**src/hw/rtl/ledbt_pkg.sv**
```systemverilog
// package for the two channel led blink timer
// holds command codes, per channel state type and reset values; no dependencies
package ledbt_pkg;

    localparam logic [1:0] CMD_TICK  = 2'd0;
    localparam logic [1:0] CMD_START = 2'd1;
    localparam logic [1:0] CMD_CLEAR = 2'd2;

    localparam logic [15:0] DEFAULT_HALF  = 16'd500;
    localparam logic [31:0] DEFAULT_TOTAL = 32'd1000;

    typedef struct packed {
        logic        active;
        logic        lamp;
        logic [15:0] half_len;
        logic [31:0] total_len;
        logic [16:0] phase_count;
        logic [31:0] elapsed;
    } chan_state_t;

    localparam chan_state_t CHAN_RESET = '{
        active:      1'b0,
        lamp:        1'b0,
        half_len:    DEFAULT_HALF,
        total_len:   DEFAULT_TOTAL,
        phase_count: 17'd0,
        elapsed:     32'd0
    };

endpackage

```
**src/hw/rtl/two_channel_led_blink_timer.sv**
```systemverilog
// two channel led blink timer top level
// one request register, per channel counter update logic and a result register
// depends on ledbt_pkg
//
// Usage: each request on the in channel (cmd, channel, half_period, duration)
// is a one millisecond tick for all channels, a start or a clear of one channel.
// Every request gives exactly one result on the out channel holding the lamp
// and active bits of channels 0 and 1 after that request.
// A request is taken at a rising edge with in_valid high and in_stall low; a
// result is taken with out_valid high and out_stall low.
// A taken request passes the request register, the state update and the result register, in that order.
// Throughput: one request per cycle while out_stall is low, set by the combinational
// state update between the request register and the result register.
// When out_stall holds a waiting result, one more request is taken into the
// request register; in_stall then rises until the result moves on.
// Reset (rst_n low, asynchronous) idles every channel with lamp off, half
// period 500 and duration 1000, and empties both registers.
module two_channel_led_blink_timer
    import ledbt_pkg::*;
#(
    parameter int NUM_CHANNELS = 2
)
(
    input  logic        clk,
    input  logic        rst_n,
    input  logic        in_valid,
    output logic        in_stall,
    input  logic [1:0]  cmd,
    input  logic        channel,
    input  logic [15:0] half_period,
    input  logic [31:0] duration,
    output logic        out_valid,
    input  logic        out_stall,
    output logic [1:0]  lamp_bits,
    output logic [1:0]  active_bits
);

    logic        s1_valid_reg;
    logic        s1_valid_next;
    logic [1:0]  s1_cmd_reg;
    logic        s1_channel_reg;
    logic [15:0] s1_half_reg;
    logic [31:0] s1_duration_reg;

    logic        out_valid_reg;
    logic        out_valid_next;
    logic [1:0]  lamp_bits_reg;
    logic [1:0]  active_bits_reg;
    logic [1:0]  lamp_bits_next;
    logic [1:0]  active_bits_next;

    chan_state_t state_reg  [NUM_CHANNELS];
    chan_state_t state_next [NUM_CHANNELS];

    logic out_free;
    logic process;
    logic accept;

    assign out_free = !out_valid_reg || !out_stall;
    assign process  = s1_valid_reg && out_free;
    assign in_stall = s1_valid_reg && !out_free;
    assign accept   = in_valid && !in_stall;

    assign s1_valid_next  = accept ? 1'b1 : (process ? 1'b0 : s1_valid_reg);
    assign out_valid_next = process ? 1'b1 : (out_stall ? out_valid_reg : 1'b0);

    // request register
    always_ff @(posedge clk or negedge rst_n)
    begin
        if (!rst_n)
        begin
            s1_valid_reg <= 1'b0;
        end
        else
        begin
            s1_valid_reg <= s1_valid_next;
        end
    end

    always_ff @(posedge clk)
    begin
        if (accept)
        begin
            s1_cmd_reg      <= cmd;
            s1_channel_reg  <= channel;
            s1_half_reg     <= half_period;
            s1_duration_reg <= duration;
        end
    end

    // per channel update
    for (genvar c = 0; c < NUM_CHANNELS; c++)
    begin : g_chan
        logic        sel;
        logic [31:0] inc_elapsed;
        logic [16:0] inc_phase;
        logic        short_dur;

        if (c < 2)
        begin : g_addr
            assign sel = (s1_channel_reg == 1'(c));
        end
        else
        begin : g_noaddr
            assign sel = 1'b0;
        end

        assign inc_elapsed = state_reg[c].elapsed + 32'd1;
        assign inc_phase   = state_reg[c].phase_count + 17'd1;
        assign short_dur   = (s1_duration_reg != 32'd0)
                             && (s1_duration_reg < {16'd0, s1_half_reg});

        always_comb
        begin
            state_next[c] = state_reg[c];
            case (s1_cmd_reg)
                CMD_TICK:
                begin
                    if (state_reg[c].active)
                    begin
                        if ((state_reg[c].total_len != 32'd0)
                            && (inc_elapsed >= state_reg[c].total_len))
                        begin
                            state_next[c].active      = 1'b0;
                            state_next[c].lamp        = 1'b0;
                            state_next[c].phase_count = 17'd0;
                            state_next[c].elapsed     = 32'd0;
                        end
                        else
                        begin
                            if (state_reg[c].total_len != 32'd0)
                            begin
                                state_next[c].elapsed = inc_elapsed;
                            end
                            if (state_reg[c].half_len != 16'd0)
                            begin
                                if (inc_phase > {1'b0, state_reg[c].half_len})
                                begin
                                    state_next[c].lamp        = !state_reg[c].lamp;
                                    state_next[c].phase_count = 17'd0;
                                end
                                else
                                begin
                                    state_next[c].phase_count = inc_phase;
                                end
                            end
                        end
                    end
                end
                CMD_START:
                begin
                    if (sel && !state_reg[c].active)
                    begin
                        state_next[c].half_len  = s1_half_reg;
                        state_next[c].total_len = short_dur
                                                  ? {15'd0, s1_half_reg, 1'b0}
                                                  : s1_duration_reg;
                        state_next[c].lamp      = 1'b1;
                        state_next[c].active    = 1'b1;
                    end
                end
                CMD_CLEAR:
                begin
                    if (sel)
                    begin
                        state_next[c] = CHAN_RESET;
                    end
                end
                default:
                begin
                    state_next[c] = state_reg[c];
                end
            endcase
        end

        always_ff @(posedge clk or negedge rst_n)
        begin
            if (!rst_n)
            begin
                state_reg[c] <= CHAN_RESET;
            end
            else if (process)
            begin
                state_reg[c] <= state_next[c];
            end
        end
    end

    // result bits for channels 0 and 1
    for (genvar b = 0; b < 2; b++)
    begin : g_bits
        if (b < NUM_CHANNELS)
        begin : g_used
            assign lamp_bits_next[b]   = state_next[b].lamp;
            assign active_bits_next[b] = state_next[b].active;
        end
        else
        begin : g_unused
            assign lamp_bits_next[b]   = 1'b0;
            assign active_bits_next[b] = 1'b0;
        end
    end

    // result register
    always_ff @(posedge clk or negedge rst_n)
    begin
        if (!rst_n)
        begin
            out_valid_reg <= 1'b0;
        end
        else
        begin
            out_valid_reg <= out_valid_next;
        end
    end

    always_ff @(posedge clk)
    begin
        if (process)
        begin
            lamp_bits_reg   <= lamp_bits_next;
            active_bits_reg <= active_bits_next;
        end
    end

    assign out_valid   = out_valid_reg;
    assign lamp_bits   = lamp_bits_reg;
    assign active_bits = active_bits_reg;

`ifndef SYNTHESIS
    for (genvar c = 0; c < NUM_CHANNELS; c++)
    begin : g_chk
        // an idle channel has its lamp off and its counters at rest
        a_idle_rest: assert property (@(posedge clk) disable iff (!rst_n)
            !state_reg[c].active |-> (!state_reg[c].lamp
                && (state_reg[c].elapsed == 32'd0)
                && (state_reg[c].phase_count == 17'd0)))
            else $error("idle channel not at rest");

        // a finite run never reaches its duration while still active
        a_elapsed_bound: assert property (@(posedge clk) disable iff (!rst_n)
            (state_reg[c].active && (state_reg[c].total_len != 32'd0))
                |-> (state_reg[c].elapsed < state_reg[c].total_len))
            else $error("elapsed count reached duration while active");

        // phase counter never passes the half period
        a_phase_bound: assert property (@(posedge clk) disable iff (!rst_n)
            state_reg[c].phase_count <= {1'b0, state_reg[c].half_len})
            else $error("phase counter beyond half period");
    end

    // channel 0 state only moves when a request is processed
    a_state_hold: assert property (@(posedge clk) disable iff (!rst_n)
        !$past(process) |-> $stable(state_reg[0]))
        else $error("channel state changed without a request");
`endif

endmodule
```
**config.mk**
```make
export PLATFORM = sky130hd
export DESIGN_NAME = two_channel_led_blink_timer
export DESIGN_NICKNAME = d
export VERILOG_FILES = /design/src/hw/rtl/ledbt_pkg.sv /design/src/hw/rtl/two_channel_led_blink_timer.sv
export SDC_FILE = /design/constraint.sdc
export NUM_CORES = 1
export LEC_CHECK = 0
export BUFFER_PORTS_ARGS = -buffer_cell sky130_fd_sc_hd__buf_2
export CORE_UTILIZATION = 40
export DETAILED_ROUTE_END_ITERATION = 10
export PLACE_DENSITY_LB_ADDON = 0.08
export SLEW_MARGIN = 15
export SYNTH_ARGS = -nofsm -noshare
export SYNTH_HDL_FRONTEND = slang
export SYNTH_SLANG_ARGS = --single-unit
```
**constraint.sdc**
```tcl
create_clock -name clk -period 4.24 [get_ports clk]
set_input_delay 0.212 -clock clk [delete_from_list [all_inputs] [get_ports clk]]
set_output_delay 0.212 -clock clk [all_outputs]
set_load 0.005 [all_outputs]
```
==> impl_metrics.toml <==
[run_status]
run_status = "completed"

[timing]
rsz0062_at_grt = "true"
post-route-period-util_pct = 96.3
clock_skew_ns = 0.0201
relSlewSlack_pct = 29.5
drv_slew = 0
finalHoldViolCount = 0
finalCriticalPeriod_ns = 4.08
holdWs_ns = 0.260
fmax_mhz = 245
fin_ws_ns = 0.158
worst_slew_pin_slew_ns = 1.06
setup_viol = 0

[setup_path]
slowest_stage = "or4b_4"
cp-end-kind = "register"
crit_path_start = "state_reg[6]$_DFFE_PN0P_"
ff2ff_setup_slack_ns = 0.16
timing.critical_path.buf_inv = 1
path_class = "register to register"
worst-path-stages = 17
regToRegEndpoint = "state_reg[34]$_DFFE_PN0P_"
crit_family = "simple AND/OR/NAND/NOR gates"
cpPeakStageDelay_ns = 0.49
path_cells = "nand4_1, buf_4, nor4_4, nand3_2, or2_4, nor2_4, and3_4, xor2_2, ha_1, and4_4, nand2_4, or4b_4, a211oi_4, a211oi_2, a21o_2, nand2b_4, o31ai_2"
startpoint_type = "register"
rr_startpoint = "state_reg[6]$_DFFE_PN0P_"
worstPathRequired_ns = 4.73
r2r_cells = 17
crit_path_end = "state_reg[34]$_DFFE_PN0P_"
critPathMaxFanout = 8
worstPathArrival_ns = 4.57

[placement]
hpwlAfterDp_um = 29300
io_buffers = 60
dpl-instance-area_mm2 = 0.0160
place_congestion = 0.858
place_ws_ns = -0.0813

[logic_synthesis]
yosysUniqueCellTypes = 65
synthArstFlopShare_pct = 78.4
synth.top_cell.area_share_pct = 29.9
synth_top_area_cell = "dfrtp_1"
yosys_warnings = 0
yosysSeqAreaShare_pct = 45.4
ys_ff_latch = 255
synth_edf_count = 55
synth_nets = 1768
syn_area_mm2 = 0.0147
avgSynthCellArea_um2 = 9.25
ys.flop_type = "dfrtp_1"
synthCells = 1594
synthTopCellsByArea = "dfrtp_1, edfxtp_1, ha_1"

[floorplanning]
dieWidth_um = 194
fp.dieH_um = 194
io_pins = 61
design.core.area_mm2 = 0.0359
start_util_pct = 41.1
row_count = 69
die_area_mm2 = 0.0376

[route]
first_pass_iters = 5
routed_via_density = 5.30
drt_iter0_markers = 594
drc = 0
post_drt_wl_per_cell_um = 17.7
vias = 12000
drt_wl_total_um = 40100
ant_nets = 0

[clock_tree]
clkTransAtPathRegs_ns = 0.06
cts.sinks = 255
cts_buffers = 31
cts_max_path_buffers = 3
cts_tree = "built"
root_buffer = "clkbuf_16"
clk_latency_ns = 0.59
cts_max_level = 1

[grt]
antenna_found_initial = 0
grt_max_degree = 101
grt.overflow.total = 0
grtUsageTotal_pct = 21.5
grt_first_pass_wirelength_um = 65000
grt_pass1_vias = 11700

[hold_path]
hold_path_class = "input port to async pin"

[layout]
nets = 1948
layout_common_cells = "nand2_1, dfrtp_1, o21ai_0, inv_1, ha_1"
diodes = 0
fill_cells = 3328
post_route_cells_drive_above_1_share_pct = 16.4
area_growth_pct = 22.0
final_common_cell = "nand2_1"
largest_register_ff_count = 198
stdcell_area_mm2 = 0.0180

[power]
p_comb_share_pct = 25.5
finalPower_uw = 8070
clkPwrFrac_pct = 33.9
switching_share_pct = 32.1
leakagePower_uw = 0.00830
peakVddDrop_uv = 302
p_int_uw = 5480
p_per_area_mw_per_mm2 = 448
netSwitchingPower_uw = 2590
p_seq_share_pct = 40.6

[job]
drv_cap = 0
worst register-to-register path: stages, from the launching register on:
cell and delay, ns:
dfrtp_1 0.36, nand4_1 0.16, buf_4 0.19, nor4_4 0.27
nand3_2 0.14, or2_4 0.27, nor2_4 0.10, and3_4 0.21
xor2_2 0.06, ha_1 0.32, and4_4 0.25, nand2_4 0.05
or4b_4 0.49, a211oi_4 0.28, a211oi_2 0.13, a21o_2 0.28
nand2b_4 0.21, o31ai_2 0.23
layer usage:
metal / share of wire (%) / global-route usage, %
met4: 4.1 / 8.55
met5: 0 / 0
met3: 2.8 / 2.56
met2: 45 / 33.3
met1: 48 / 30.5
power groups by stage:
stage	clock, µW	sequential [µW]	combinational (µW)
5_1_grt	2900	3330	2360
4_1_cts	2810	3280	1980
2_1_floorplan	0	3190	1360
3_5_place_dp	0	3320	1920
3_3_place_gp	0	3310	1880
6_report	2730	3280	2060
Yosys cell counts, types with 5 or more instances:
cell type and count:
clkbuf_1 49, a211oi_1 11, dfrtp_1 176, dfstp_2 24, o21ai_1 5, nand4_1 35
nor4_1 36, nor2_1 82, nor2b_1 5, ha_1 119, nor3_1 23, and4_1 6
edfxtp_1 55, o22ai_1 19, o21a_1 5, or2_2 6, nand2b_1 15, o31ai_1 25
xnor2_1 46, and3_1 23, nand3_1 62, a21oi_1 69, o21ai_0 158, inv_1 153
o21ai_2 8, a21o_1 21, mux2i_1 8, a22o_1 26, and2_1 6, nand2_1 207
xor2_1 39, a22oi_1 8
timing repair:
action	CTS	global route
hold buffers	55	0
endpoints found under the setup margin	17	87
buffers inserted	5	5
resized for setup	3	56
hold endpoints to repair	138	0
cloned	1	1
pin swaps	2	19
how the worst min path moves through the flow:
stage	start	end	slack (ns)	cells after the start
after detailed placement	rst_n	state_reg[43]$_DFFE_PN0P_	0.36	1
after global placement	rst_n	state_reg[42]$_DFFE_PN0P_	0.36	1
after CTS	rst_n	state_reg[42]$_DFFE_PN0P_	0.30	2
after floorplan	rst_n	out_valid$_DFFE_PN0P_	-0.08	0
final	rst_n	state_reg[43]$_DFFE_PN0P_	0.26	2
after global routing	duration[17]	s1_duration_reg[17]$_DFFE_PP_	0.31	2
per-stage QoR:
| step | instances | util [%] | TNS (ns) |
|---|---|---|---|
| after global routing | 2259 | 50.1 | -0.0832 |
| after floorplan | 1594 | - | 0 |
| after CTS | 2253 | 49.2 | 0 |
| after global placement | 2135 | 44.6 | 0 |
| after detailed placement | 2135 | 44.6 | -0.212 |
| final | 2259 | 50.1 | 0 |
cells by family after synthesis:
logic type | share of synthesized area, %
xor gates and xnor gates | 5.05
and+or+nand+nor | 17.1
DFF | 45.4
AOI/OAI and AO/OA | 16.2
muxes | 0.543
buffers and inverters | 5.67
adders and majority gates | 10.1
cell type report:
| cell class | count | area (µm²) | share of cell area (%) |
|---|---|---|---|
| Tap cell | 461 | 577 | 3.21 |
| Inverter | 156 | 589 | 3.28 |
| Clock buffer | 39 | 846 | 4.70 |
| Timing Repair Buffer | 206 | 1580 | 8.81 |
| Multi-Input combinational cell | 1124 | 7490 | 41.7 |
| Sequential cell | 255 | 6690 | 37.2 |
| Clock inverter | 18 | 208 | 1.15 |
Note: power is estimated with default switching activity, not from simulation.
